<file path="src/design/shm_pkg.sv">
// Package for the sensor health monitor: health codes, command codes,
// register indexes, reset values and a saturating increment. No dependencies.
package shm_pkg;

   typedef enum logic [1:0] {
      HEALTH_UNINIT   = 2'd0,
      HEALTH_NOMINAL  = 2'd1,
      HEALTH_DEGRADED = 2'd2,
      HEALTH_FAILED   = 2'd3
   } health_type;

   typedef enum logic [1:0] {
      CMD_RECORD  = 2'd0,
      CMD_IDLE    = 2'd1,
      CMD_BEGIN   = 2'd2,
      CMD_DEGRADE = 2'd3
   } command_type;

   typedef enum logic [2:0] {
      REG_DEGRADE_FAILURES       = 3'd0,
      REG_FAIL_FAILURES          = 3'd1,
      REG_RECOVER_SUCCESSES      = 3'd2,
      REG_FULL_RECOVER_SUCCESSES = 3'd3,
      REG_STALE_DEGRADE_TIME     = 3'd4,
      REG_STALE_FAIL_TIME        = 3'd5
   } reg_index_type;

   localparam int COUNT_W  = 8;
   localparam int TIME_W   = 32;
   localparam int ADDR_W   = 5;
   localparam int REQ_DATA_W = 40;
   localparam int RSP_DATA_W = 8;

   localparam logic [COUNT_W-1:0] COUNT_MAX = '1;

   localparam logic [COUNT_W-1:0] RST_DEGRADE_FAILURES       = 8'd3;
   localparam logic [COUNT_W-1:0] RST_FAIL_FAILURES          = 8'd5;
   localparam logic [COUNT_W-1:0] RST_RECOVER_SUCCESSES      = 8'd3;
   localparam logic [COUNT_W-1:0] RST_FULL_RECOVER_SUCCESSES = 8'd10;
   localparam logic [TIME_W-1:0]  RST_STALE_DEGRADE_TIME     = 32'd0;
   localparam logic [TIME_W-1:0]  RST_STALE_FAIL_TIME        = 32'd0;

   function automatic logic [COUNT_W-1:0] sat_inc(input logic [COUNT_W-1:0] c);
      return (c == COUNT_MAX) ? c : c + COUNT_W'(1);
   endfunction

endpackage

</file>
<file path="src/design/sensor_health_monitor.sv">
// Sensor health monitor: one input register, one result register, health state.
// Depends on shm_pkg.
//
// One request in, one result out, at a sustained rate of one request per clock while
// the result side does not stall. Each request is held in the input register and then
// moves to the result register when the result side has room; the health update is a
// single pass of logic (one 32-bit subtract and compares) between the two.
// The user must write configuration through the APB-style port only while no request
// is in flight; the block itself does not enforce this.
module sensor_health_monitor (
   input  logic                           clock,
   input  logic                           reset,
   // request channel
   input  logic                           req_tvalid,
   output logic                           req_tready,
   input  logic [shm_pkg::REQ_DATA_W-1:0] req_tdata,  // read_ok, new_data, now_us[31:0], pad
   input  logic [1:0]                     req_tuser,  // command
   // result channel
   output logic                           rsp_tvalid,
   input  logic                           rsp_tready,
   output logic [shm_pkg::RSP_DATA_W-1:0] rsp_tdata,  // status[1:0], fresh, pad
   // configuration port
   input  logic                           csr_psel,
   input  logic                           csr_penable,
   input  logic                           csr_pwrite,
   input  logic [shm_pkg::ADDR_W-1:0]     csr_paddr,
   input  logic [31:0]                    csr_pwdata,
   output logic [31:0]                    csr_prdata,
   output logic                           csr_pready
);

   // configuration registers
   logic [shm_pkg::COUNT_W-1:0] degrade_failures_ff;
   logic [shm_pkg::COUNT_W-1:0] fail_failures_ff;
   logic [shm_pkg::COUNT_W-1:0] recover_successes_ff;
   logic [shm_pkg::COUNT_W-1:0] full_recover_successes_ff;
   logic [shm_pkg::TIME_W-1:0]  stale_degrade_time_ff;
   logic [shm_pkg::TIME_W-1:0]  stale_fail_time_ff;

   logic                 csr_write;
   shm_pkg::reg_index_type csr_index;

   assign csr_pready = 1'b1;
   assign csr_write  = csr_psel && csr_penable && csr_pwrite && csr_pready;
   assign csr_index  = shm_pkg::reg_index_type'(csr_paddr[4:2]);

   always_ff @(posedge clock) begin
      if (reset) begin
         degrade_failures_ff       <= shm_pkg::RST_DEGRADE_FAILURES;
         fail_failures_ff          <= shm_pkg::RST_FAIL_FAILURES;
         recover_successes_ff      <= shm_pkg::RST_RECOVER_SUCCESSES;
         full_recover_successes_ff <= shm_pkg::RST_FULL_RECOVER_SUCCESSES;
         stale_degrade_time_ff     <= shm_pkg::RST_STALE_DEGRADE_TIME;
         stale_fail_time_ff        <= shm_pkg::RST_STALE_FAIL_TIME;
      end else if (csr_write) begin
         unique case (csr_index)
            shm_pkg::REG_DEGRADE_FAILURES:       degrade_failures_ff <= csr_pwdata[7:0];
            shm_pkg::REG_FAIL_FAILURES:          fail_failures_ff <= csr_pwdata[7:0];
            shm_pkg::REG_RECOVER_SUCCESSES:      recover_successes_ff <= csr_pwdata[7:0];
            shm_pkg::REG_FULL_RECOVER_SUCCESSES: full_recover_successes_ff <= csr_pwdata[7:0];
            shm_pkg::REG_STALE_DEGRADE_TIME:     stale_degrade_time_ff <= csr_pwdata;
            shm_pkg::REG_STALE_FAIL_TIME:        stale_fail_time_ff <= csr_pwdata;
            default: ;
         endcase
      end
   end

   always_comb begin
      unique case (csr_index)
         shm_pkg::REG_DEGRADE_FAILURES:       csr_prdata = {24'd0, degrade_failures_ff};
         shm_pkg::REG_FAIL_FAILURES:          csr_prdata = {24'd0, fail_failures_ff};
         shm_pkg::REG_RECOVER_SUCCESSES:      csr_prdata = {24'd0, recover_successes_ff};
         shm_pkg::REG_FULL_RECOVER_SUCCESSES: csr_prdata = {24'd0, full_recover_successes_ff};
         shm_pkg::REG_STALE_DEGRADE_TIME:     csr_prdata = stale_degrade_time_ff;
         shm_pkg::REG_STALE_FAIL_TIME:        csr_prdata = stale_fail_time_ff;
         default:                             csr_prdata = 32'd0;
      endcase
   end

   // input register
   logic                        in_valid_ff;
   shm_pkg::command_type        in_cmd_ff;
   logic                        in_ok_ff;
   logic                        in_nd_ff;
   logic [shm_pkg::TIME_W-1:0]  in_now_ff;

   // result register
   logic                        rsp_valid_ff;
   shm_pkg::health_type         rsp_status_ff;
   logic                        rsp_fresh_ff;

   logic out_free;
   logic advance;
   logic req_accept;

   assign out_free   = !rsp_valid_ff || rsp_tready;
   assign advance    = in_valid_ff && out_free;
   assign req_tready = !in_valid_ff || out_free;
   assign req_accept = req_tvalid && req_tready;

   always_ff @(posedge clock) begin
      if (reset) begin
         in_valid_ff <= 1'b0;
      end else if (req_tready) begin
         in_valid_ff <= req_tvalid;
      end
   end

   always_ff @(posedge clock) begin
      if (req_accept) begin
         in_cmd_ff <= shm_pkg::command_type'(req_tuser);
         in_ok_ff  <= req_tdata[0];
         in_nd_ff  <= req_tdata[1];
         in_now_ff <= req_tdata[33:2];
      end
   end

   // health state
   shm_pkg::health_type         health_ff,  health_in;
   logic [shm_pkg::COUNT_W-1:0] success_ff, success_in;
   logic [shm_pkg::COUNT_W-1:0] failure_ff, failure_in;
   logic [shm_pkg::TIME_W-1:0]  last_ff,    last_in;
   logic                        fresh_ff,   fresh_in;

   shm_pkg::health_type         h_rec;
   logic [shm_pkg::COUNT_W-1:0] s_rec;
   logic [shm_pkg::COUNT_W-1:0] f_inc;
   logic [shm_pkg::COUNT_W-1:0] s_inc;
   logic [shm_pkg::TIME_W-1:0]  age;
   logic                        stale_fail;
   logic                        stale_degrade;
   logic                        check;

   assign f_inc = shm_pkg::sat_inc(failure_ff);
   assign s_inc = shm_pkg::sat_inc(success_ff);
   assign age   = in_now_ff - last_ff;
   assign stale_fail    = (stale_fail_time_ff != '0) && (age >= stale_fail_time_ff);
   assign stale_degrade = (stale_degrade_time_ff != '0) && (age >= stale_degrade_time_ff);

   always_comb begin
      health_in  = health_ff;
      success_in = success_ff;
      failure_in = failure_ff;
      last_in    = last_ff;
      fresh_in   = fresh_ff;
      h_rec      = health_ff;
      s_rec      = success_ff;
      check      = 1'b0;

      case (in_cmd_ff)
         shm_pkg::CMD_RECORD: begin
            if (health_ff == shm_pkg::HEALTH_UNINIT) begin
               fresh_in = 1'b0;
            end else begin
               fresh_in = in_ok_ff && in_nd_ff;
               if (!in_ok_ff) begin
                  failure_in = f_inc;
                  s_rec      = '0;
                  if (health_ff == shm_pkg::HEALTH_NOMINAL) begin
                     if (f_inc >= fail_failures_ff) h_rec = shm_pkg::HEALTH_FAILED;
                     else if (f_inc >= degrade_failures_ff) h_rec = shm_pkg::HEALTH_DEGRADED;
                  end else if (health_ff == shm_pkg::HEALTH_DEGRADED) begin
                     if (f_inc >= fail_failures_ff) h_rec = shm_pkg::HEALTH_FAILED;
                  end
                  check = 1'b1;
               end else if (in_nd_ff) begin
                  // fresh sample: staleness check is skipped
                  last_in    = in_now_ff;
                  failure_in = '0;
                  s_rec      = s_inc;
                  if (health_ff == shm_pkg::HEALTH_FAILED) begin
                     if (s_inc >= recover_successes_ff) begin
                        h_rec = shm_pkg::HEALTH_DEGRADED;
                        s_rec = '0;
                     end
                  end else if (health_ff == shm_pkg::HEALTH_DEGRADED) begin
                     if (s_inc >= full_recover_successes_ff) h_rec = shm_pkg::HEALTH_NOMINAL;
                  end
               end else begin
                  failure_in = '0;
                  check      = 1'b1;
               end
            end
         end
         shm_pkg::CMD_IDLE: begin
            fresh_in = 1'b0;
            check    = (health_ff != shm_pkg::HEALTH_UNINIT);
         end
         shm_pkg::CMD_BEGIN: begin
            h_rec      = in_ok_ff ? shm_pkg::HEALTH_NOMINAL : shm_pkg::HEALTH_FAILED;
            s_rec      = '0;
            failure_in = '0;
            last_in    = in_now_ff;
            fresh_in   = 1'b0;
         end
         default: begin
            if (health_ff == shm_pkg::HEALTH_NOMINAL) begin
               h_rec = shm_pkg::HEALTH_DEGRADED;
               s_rec = '0;
            end
         end
      endcase

      health_in  = h_rec;
      success_in = s_rec;
      if (check) begin
         if (stale_fail) begin
            if (h_rec != shm_pkg::HEALTH_FAILED) begin
               health_in  = shm_pkg::HEALTH_FAILED;
               success_in = '0;
            end
         end else if (stale_degrade) begin
            if (h_rec == shm_pkg::HEALTH_NOMINAL) begin
               health_in  = shm_pkg::HEALTH_DEGRADED;
               success_in = '0;
            end
         end
      end
   end

   always_ff @(posedge clock) begin
      if (reset) begin
         health_ff  <= shm_pkg::HEALTH_UNINIT;
         success_ff <= '0;
         failure_ff <= '0;
         last_ff    <= '0;
         fresh_ff   <= 1'b0;
      end else if (advance) begin
         health_ff  <= health_in;
         success_ff <= success_in;
         failure_ff <= failure_in;
         last_ff    <= last_in;
         fresh_ff   <= fresh_in;
      end
   end

   always_ff @(posedge clock) begin
      if (reset) begin
         rsp_valid_ff <= 1'b0;
      end else if (out_free) begin
         rsp_valid_ff <= in_valid_ff;
      end
   end

   always_ff @(posedge clock) begin
      if (advance) begin
         rsp_status_ff <= health_in;
         rsp_fresh_ff  <= fresh_in;
      end
   end

   assign rsp_tvalid = rsp_valid_ff;
   assign rsp_tdata  = {5'd0, rsp_fresh_ff, rsp_status_ff};

   // once started, the sensor never returns to uninitialised
   a_no_uninit_return: assert property (@(posedge clock) disable iff (reset)
      (health_ff != shm_pkg::HEALTH_UNINIT) |=> (health_ff != shm_pkg::HEALTH_UNINIT))
      else $error("health returned to uninitialised");

   // a request leaving the input register lands in the result register
   a_advance_loads: assert property (@(posedge clock) disable iff (reset)
      advance |=> rsp_valid_ff)
      else $error("request lost between stages");

   // never accept while the input register is full and cannot move on
   a_no_overrun: assert property (@(posedge clock) disable iff (reset)
      !(req_accept && in_valid_ff && !out_free))
      else $error("input register overrun");

   // no fresh flag before tracking has begun
   a_uninit_not_fresh: assert property (@(posedge clock) disable iff (reset)
      (rsp_valid_ff && (rsp_status_ff == shm_pkg::HEALTH_UNINIT)) |-> !rsp_fresh_ff)
      else $error("fresh reported while uninitialised");

endmodule

</file>
<file path="config.mk">
export PLATFORM = sky130hd
export DESIGN_NAME = sensor_health_monitor
export DESIGN_NICKNAME = d
export VERILOG_FILES = /design/src/design/shm_pkg.sv /design/src/design/sensor_health_monitor.sv
export SDC_FILE = /design/constraint.sdc
export NUM_CORES = 1
export LEC_CHECK = 0
export BUFFER_PORTS_ARGS = -buffer_cell sky130_fd_sc_hd__buf_2
export CAP_MARGIN = 20
export CORE_ASPECT_RATIO = 0.5
export CORE_MARGIN = 8
export CORE_UTILIZATION = 54
export DETAILED_ROUTE_END_ITERATION = 10
export PLACE_DENSITY_LB_ADDON = 0.08
export SYNTH_ARGS = -nofsm -noshare
export SYNTH_HDL_FRONTEND = slang
export SYNTH_SLANG_ARGS = --single-unit
export TNS_END_PERCENT = 10
</file>
<file path="constraint.sdc">
create_clock -name clock -period 4.3 [get_ports clock]
set_clock_uncertainty 0.15 [all_clocks]
set_input_delay 0.215 -clock clock [delete_from_list [all_inputs] [get_ports clock]]
set_output_delay 0.215 -clock clock [all_outputs]
set_load 0.05 [all_outputs]
</file>
==> results list, run 1 <==
* Final Total Pwr: 0.004342 W
- The number of hold-slack violations in the final timing report is 0.
* Number of top-level design ports: ~130
- DR WL met2: 15150 um
* Run status: finished with violations
* Data arrival time at the worst-slack endpoint: 4.82 ns
* RSZ-0062 raised after global routing: true
* Yosys top cell area share: 0.2536
- By startpoint and endpoint, the worst setup path is classified as reg -> reg.
- Detailed placer's ending HPWL: 24830 um
- TritonCTS built the clock tree.
- Residual DRC count: 0
* Count of input and output buffers: 114
* List of most frequent post-synthesis cells: 245 x nand2_1, 151 x a21oi_1, 149 x dfxtp_1
- Violated checks: negative setup slack
* Final worst slack: -0.3252 ns
- The number of global-route vias before repair is 10500.
* GRT Overall Usage: 0.2442
- Of the total synthesized cell area, the portion taken by XOR and XNOR cells is 0.02607.
* Met3 wire len: 2037 um
- The placed instances occupy a cell area of 12940 um2.
- The number of antenna violations at the first check in global routing was 0.
- Of the total synthesized cell area, the portion taken by full adders, half adders and majority gates is 0.1390.
- Router iterations before antenna repair: 5
- Among all flip-flop cells after synthesis, the most frequent one is dfxtp_1.
* Number of max-cap violations: 0
- Post-route fraction of the period consumed by the critical path: 1.076
- Static power due to leakage: 5.654 nW
* Max Fanout on Critical Path: 6
- Synth Cell Area: roughly 12000 um2
- The number of clock buffers added by TritonCTS is 17.
- Of the total synthesized cell area, the portion taken by AND, OR, NAND and NOR gates is 0.1797.
- Max VDD drop: 0.3435 mV
- Metal1 wirelength: 15730 um
- Yosys mapped the design onto between 70 and 80 distinct sky130hd cell types.
- In the final design database the tool counted 1853 nets.
- From synthesis to final layout, the design area changed by 21.56%.
- The number of max-slew violations in the final report came to 0.
* Remaining global-route overflow: 0
* Number of DRC markers after the initial detailed-route iteration: 894
- Clock period minus final worst setup slack: 4.625 ns
- After floorplanning, the core was sized to cover 21540 um2.
* Overall die width: around 220 um
- Setup violations remaining at the end of the flow were counted as 12.
* Total routed wirelength: approximately 34000 um
* Clock transition at path regs: 0.08 ns
* Worst slew slack as a fraction of its limit: 0.2917
- The longest clock path from root to sink contains 2 buffers.
- Count of nets left with antenna violations after detail routing: 0
* H-tree Lvls: 4
- Top cells by area, synth: dfxtp_1 25%, ha_1 14%, edfxtp_1 10%
- 0 antenna diodes ended up in the layout.
* Maximum number of pins on one net before global-route repair: 93
* Sequential-to-total area share from yosys stat: 0.3532
* Post-synthesis area per instance: 8.218 um2
* Area enclosed by the die boundary: 27040 um2
- After synthesis, the share of flip-flops with an asynchronous set or reset is 0.
- Measured along the y axis, the die boundary spans between 100 and 150 um.
- Fin area: 14300 um2
- Counting flops with a built-in enable in the synthesized netlist gives 39.
- Number of synthesized register bits: approximately 190
- The most common cell in the synthesized netlist is nand2_1.
* Compound-gate portion of the synthesized area: 0.1987
* Synth warn: 0
* Share of post-route cells with drive strength above 1: 0.1533
- The cell sitting at the root of the clock tree is a clkbuf_16.
- Gate count after technology mapping: 1431
* Routability cong.: slightly below 0.9
* Routed length per instance: 17.21 um
- In the routed layout, each cell is associated on average with a via count of 5.597.
- Type of element capturing the critical path: flip-flop
- Tightest Pin Transition: ~1.1 ns
- The initial utilization of the core area, before any placement, comes to 0.5460.
- Element type at the critical path start: flip-flop
* CP required: ~4.5 ns
* Highest Clock Rate: 216.2 MHz
- Worst hold-check slack: 0.06648 ns
* Later-pin clock latency in the skew report: ~0.45 ns
- Combinational family with the most area after synthesis: compound AO/OA/AOI/OAI gates
- Of the post-synthesis cell area, the part taken by muxes is 0.03554.
- Std-Cell Rows: 38
- Most area-hungry cell type in the Yosys netlist: dfxtp_1
- Dividing total power by cell area gives a power density of 303.7 nW/um2.
* Worst min path class: in -> reg
- The final route contains between 10000 and 15000 vias.
- TritonCTS Sinks: 188
- Fill cells in the final layout number about 1800.
- The first global-routing pass estimated between 50000 and 60000 um of wire.
* Top routing layer used: met4
==> flip-flops by register name, indices dropped and copies added, names as in the netlist, 2 cells and up <==
register	cells
in_now_ff	32
stale_fail_time_ff	32
recover_successes_ff	8
fail_failures_ff	8
full_recover_successes_ff	8
success_ff	8
in_cmd_ff	2
last_ff	32
degrade_failures_ff	8
rsp_status_ff	2
failure_ff	8
stale_degrade_time_ff	32
health_ff	2
==> cell type report <==
cell class                      count  area [um2]  share of cell area
Timing Repair Buffer              247        1749              0.1224
Tap cell                          300       375.4             0.02626
Inverter                          137       514.2             0.03597
Sequential cell                   188        4154              0.2906
Clock inverter                     11       117.6            0.008228
Multi-Input combinational cell   1046        6903              0.4829
Clock buffer                       21       481.7             0.03370
==> stage by stage <==
stage	TNS, ns	utilization	worst slack [ns]	cells
floorplan	0	-	0.01266	1435
global placement	-2.739	0.6006	-0.2660	1845
detailed placement	-4.421	0.6006	-0.4262	1845
CTS	-3.039	0.6635	-0.3059	1950
global route	-6.735	0.6637	-0.6091	1950
finish	-3.245	0.6637	-0.3252	1950
==> kinds of logic after synthesis <==
group / after synthesis
compound gates: 359
xor+xnor: 35
fa+ha+maj: 130
buf+inv: 201
flops: 188
mux: 40
other cells: 2
simple gates: 476
==> layout by cell type (no fill, tap or decap), types with 4 or more instances in the layout <==
cell | synthesis | final
and2_1 | 5 | 4
nand4_1 | 23 | 23
a21oi_1 | 151 | 149
o211ai_1 | 4 | 4
clkbuf_16 | 0 | 18
a22oi_1 | 12 | 12
edfxtp_1 | 39 | 39
o21ai_0 | 51 | 50
xor2_1 | 9 | 9
nor3_1 | 12 | 11
nand3_1 | 23 | 23
nor2b_1 | 13 | 13
ha_1 | 129 | 127
a31oi_1 | 7 | 7
dlygate4sd3_1 | 0 | 71
nor4_1 | 19 | 17
a211o_1 | 12 | 12
a211oi_1 | 6 | 6
o221ai_1 | 4 | 4
mux2_2 | 4 | 4
conb_1 | 2 | 6
buf_2 | 6 | 113
and3_1 | 10 | 10
nand2_1 | 245 | 245
o21bai_1 | 7 | 7
dfxtp_1 | 149 | 149
a22o_2 | 6 | 6
or3_1 | 5 | 5
inv_1 | 136 | 135
inv_6 | 0 | 6
o21a_1 | 13 | 13
buf_4 | 7 | 63
nand2b_1 | 13 | 12
mux2i_1 | 35 | 35
xnor2_1 | 26 | 25
nor2_1 | 94 | 92
a21o_1 | 44 | 44
==> path summary, 6_finish.rpt <==
check                      startpoint                         end  slack [ns]  depth (start not counted)
max            in_now_ff[0]$_DFFE_PP_  success_ff[6]$_SDFFE_PP0P_       -0.33                         21
min                             reset    in_valid_ff$_SDFFE_PP0N_        0.07                          2
max reg2reg    in_now_ff[0]$_DFFE_PP_  success_ff[6]$_SDFFE_PP0P_       -0.33                         21
min reg2reg  last_ff[30]$_SDFFE_PP0P_    last_ff[30]$_SDFFE_PP0P_        0.30                          2
==> critical path: stages, from the launching register on <==
cell and delay [ns]:
edfxtp_1 0.39, inv_1 0.08, ha_2 0.19, inv_2 0.04
fa_2 0.34, a211o_1 0.29, a21oi_2 0.15, o211ai_1 0.13
a21oi_2 0.21, o21ai_2 0.11, a311oi_4 0.28, o211ai_2 0.13
nand3_1 0.10, o211ai_1 0.14, ha_1 0.33, nand4_1 0.12
nor4_2 0.31, o21ai_1 0.10, a21o_1 0.25, nand2b_4 0.17
a31o_4 0.24, a22o_2 0.26
==> report_power, final <==
group / internal (W) / switching (W) / total [W]
Combinational: 0.000374 / 0.000460 / 0.000834
Sequential: 0.00184 / 0.0000323 / 0.00187
Clock: 0.000882 / 0.000753 / 0.00164
==> layer usage <==
metal | up-vias | global-route usage
li1 | 5367 | -
met1 | 5161 | 0.3222
met2 | 343 | 0.3985
met3 | 44 | 0.05294
met4 | 0 | 0.07645
met5 | - | 0
==> repair_timing <==
action | in CTS | in global routing
gates resized for setup | 7 | 1
pin swaps | 13 | 0
buffers inserted | 2 | 0
endpoints found under the hold margin | 132 | 0
hold buffers | 71 | 0
setup endpoints to repair | 12 | 12
Note: power is estimated with default switching activity, not from simulation.
==> run 2: changes to the inputs <==
==> constraint.sdc (replaced) <==
create_clock -name clock -period 4.3 [get_ports clock]
set_clock_uncertainty 0.15 [all_clocks]
set_input_delay 0.215 -clock clock [delete_from_list [all_inputs] [get_ports clock]]
set_output_delay 0.215 -clock clock [all_outputs]
set_load 0.01 [all_outputs]
==> run 2 against run 1 <==
Against the previous run:
- combinational power is 1% lower
- via count did not move
- final cell count is 0.36% higher
- total power about the same
- first-iteration DRC count increased by 4.6%
- sequential power barely moved
- die area is the same
- clock-buffer cell count shrank 4
- sequential share of layout area down 0.23 points
- design area rose by 0.81%
- critical path type unchanged
- flip-flop and latch count stayed put
- the run still ends with negative setup slack left
- maximum frequency shrank 2.5%
==> results list, run 2 (synthesis results as in run 1) <==
* Vias in the first global route: 10600 (was 10500)
* Number of max-cap violations: 0 (unchanged)
- Clock period minus final worst setup slack: 4.742 ns (was 4.625 ns)
* Met2 demand-to-capacity share in global routing: 0.4009 (was 0.3985)
- The post-route worst setup slack came to -0.4415 ns (was -0.3252 ns).
* RSZ-0062 raised after global routing: true (unchanged)
- Dpl cells: 1845 (unchanged)
- The worst voltage drop across the vdd grid came to 0.3632 mV (was 0.3435 mV).
* Data arrival time at the worst-slack endpoint: 4.95 ns (was 4.82 ns)
* Power Density: 301.3 nW/um2 (was 303.7 nW/um2)
* GRT Overall Usage: 0.2472 (was 0.2442)
- Vias post-DR: 10920 (unchanged)
- The master cell of the clock root buffer was clkbuf_16 (unchanged).
* Area enclosed by the die boundary: 27040 um2 (unchanged)
- Area added between synthesis and finish: 22.54% (was 21.56%)
* Routed length per instance: 17.29 um (was 17.21 um)
- Later-pin clock latency in the skew report: 0.47 ns (was 0.45 ns)
- Violated checks: negative setup slack (unchanged)
- The maximum count of clock buffers along a single path came to 2 (unchanged).
- The number of max-slew violations in the final report is 0 (unchanged).
* CTS tree: built (unchanged)
- The first-pass GRT wire length was 53990 um (was 53330 um).
- Met1 demand-to-capacity share in global routing: 0.3300 (was 0.3222)
* Std-Cell Rows: 38 (unchanged)
- Highest Clock Rate: 210.9 MHz (was 216.2 MHz)
- CP required: 4.51 ns (was 4.50 ns)
- The number of optimization iterations in the first detailed-route pass was 5 (unchanged).
* Number of antenna repair diodes: 0 (unchanged)
- Layout Nets: 1860 (was 1853)
- Static power due to leakage: 5.707 nW (was 5.654 nW)
- Path type of the worst setup path: reg -> reg (unchanged)
- The initial core utilization is 0.5460 (unchanged).
* Initial antenna violation count: 0 (unchanged)
- Post-route insts no fill: 1957 (was 1950)
- Remaining global-route overflow: 0 (unchanged)
* Area of the core region: 21540 um2 (unchanged)
- Worst slew slack as a fraction of its limit: 0.3405 (was 0.2917)
* Worst min path class: in -> reg (unchanged)
* Number of endpoints failing setup at the final stage: 12 (unchanged)
- The die extent in y is 120.4 um (unchanged).
* Busiest grt layer: met2 (unchanged)
* Routability cong.: 0.8877 (was 0.8929)
- The maximum fanout along the worst path came to 6 (unchanged).
- Maximum number of pins on one net before global-route repair: 93 (unchanged)
* Type of element capturing the critical path: flip-flop (unchanged)
- TritonCTS Sinks: 188 (unchanged)
- Reg2Reg Launch Point: in_now_ff[0]$_DFFE_PP_ (unchanged)
- Filler cell count: 1869 (was 1809)
* Clock transition at path regs: 0.08 ns (about the same)
- Commonest non-fill, non-tap cell in the layout: nand2_1 (unchanged)
* H-tree Lvls: 4 (unchanged)
- Detailed placer's ending HPWL: 24730 um (was 24830 um)
- The routed wire length came to 33830 um (was 33570 um).
- The met3 global-route usage came to 0.05318 (was 0.05294).
- Slack of the worst reg-to-reg path: -0.44 ns (was -0.33 ns)
- The count of input and output buffers was 114 (unchanged).
- Reg2Reg Capture Point: success_ff[2]$_SDFFE_PP0P_ (was success_ff[6]$_SDFFE_PP0P_)
* Timing endpoint of the critical path: success_ff[2]$_SDFFE_PP0P_ (was success_ff[6]$_SDFFE_PP0P_)
* Number of hold violations in the final report: 0 (unchanged)
- Count of nets left with antenna violations after detail routing: 0 (unchanged)
- Tightest Pin Transition: 0.9892 ns (was 1.059 ns)
- The startpoint type of the worst setup path was a flip-flop (unchanged).
* Residual DRC count: 0 (unchanged)
* Routed via count divided by cell count: 5.577 (was 5.597)
- TritonCTS Buffers: 17 (unchanged)
* Highest-count cells in the layout ignoring fill and taps: 245 x nand2_1, 149 x dfxtp_1, 146 x a21oi_1 (was 245 x nand2_1, 149 x a21oi_1, 149 x dfxtp_1)
- The share of post-route cells with drive strength above 1 came to 0.1623 (was 0.1533).
* Post-route fraction of the period consumed by the critical path: 1.103 (was 1.076)
- The count of routing violations after the opening detailed-route iteration was 935 (was 894).
* Number of top-level design ports: 129 (unchanged)
- The floorplan die width was 224.7 um (unchanged).
- Run status: finished with violations (unchanged).
* Launching instance or port of the critical path: in_now_ff[0]$_DFFE_PP_ (unchanged)
- The aggregate negative setup slack came to -4.467 ns (was -3.245 ns).
- Depth of the worst register-to-register path: 25 (was 21)
## run 2: cell count changes in the layout (fill, tap and decap cells not counted), sizes merged
cell | before | now
buf | 176 | 183
clkbuf | 21 | 17
clkinv | 3 | 6
inv | 144 | 145
## run 2: final cells by class
| cell class | count | area, um2 | share of cell area |
|---|---|---|---|
| multi-input cells | 1046 | 6968 | 0.4835 |
| clock buffers | 17 | 425.4 | 0.02952 |
| flip-flops and latches | 188 | 4154 | 0.2882 |
| repair buffers | 254 | 1805 | 0.1253 |
| well taps | 300 | 375.4 | 0.02605 |
| inverters | 137 | 514.2 | 0.03568 |
| clock inverters | 15 | 168.9 | 0.01172 |
## run 2: worst max-delay path, cell delays in order (launching register included)
cell and delay (ns):
edfxtp_1 0.39, inv_1 0.07, ha_2 0.19, inv_2 0.04, fa_2 0.34, a211o_1 0.33, a21oi_2 0.17, buf_4 0.13
buf_4 0.09, buf_4 0.09, inv_1 0.03, a21oi_1 0.17, nor2b_1 0.07, o21a_1 0.16, nor2_1 0.17, xnor2_2 0.15
ha_1 0.30, and4_1 0.21, nand3b_1 0.08, o21ai_0 0.17, buf_4 0.15, o21ai_1 0.05, a21o_1 0.23, nand2b_4 0.18
a31o_4 0.27, a22o_2 0.25
## run 2: power by group
part	internal (W)	switching, W
sequential	0.00184	0.0000321
clock	0.000831	0.000816
combinational	0.000384	0.000439
total	0.00305	0.00129
## run 2: repair_timing
item,CTS,global route
hold endpoints to repair,130,0
cloned,0,0
setup buffers,4,5
endpoints found under the setup margin,12,12
hold buffers,71,0
resized for setup,6,12
pin swaps,11,19
## run 2: through the flow
stage / util / total power (W) / instance area [um2] / setup WS, ns / hold WS [ns]
2_1_floorplan: - / 0.002378 / 11800 / 0.01266 / 0.1639
3_3_place_gp: 0.6006 / 0.002615 / 12940 / -0.2673 / 0.2411
3_5_place_dp: 0.6006 / 0.002639 / 12940 / -0.3765 / 0.2431
4_1_cts: 0.6637 / 0.004322 / 14300 / -0.3315 / 0.05044
5_1_grt: 0.6691 / 0.004522 / 14410 / -0.6668 / 0.1109
6_report: 0.6691 / 0.004342 / 14410 / -0.4415 / 0.07281
## run 2: worst min-delay path by stage
| stage | startpoint | end | slack [ns] | depth (start not counted) |
|---|---|---|---|---|
| floorplan | req_tuser[0] | in_cmd_ff[0]$_DFFE_PP_ | 0.16 | 0 |
| global placement | req_tdata[25] | in_now_ff[23]$_DFFE_PP_ | 0.24 | 1 |
| detailed placement | req_tdata[21] | in_now_ff[19]$_DFFE_PP_ | 0.24 | 1 |
| CTS | reset | in_valid_ff$_SDFFE_PP0N_ | 0.05 | 2 |
| global route | reset | in_valid_ff$_SDFFE_PP0N_ | 0.11 | 2 |
| finish | reset | in_valid_ff$_SDFFE_PP0N_ | 0.07 | 2 |
## run 2: metal layers
metal  part of all wire  vias up
met1               0.47     5141
met2               0.45      341
met3              0.063       41
met4              0.018        0
met5                  0        -
li1                   -     5392
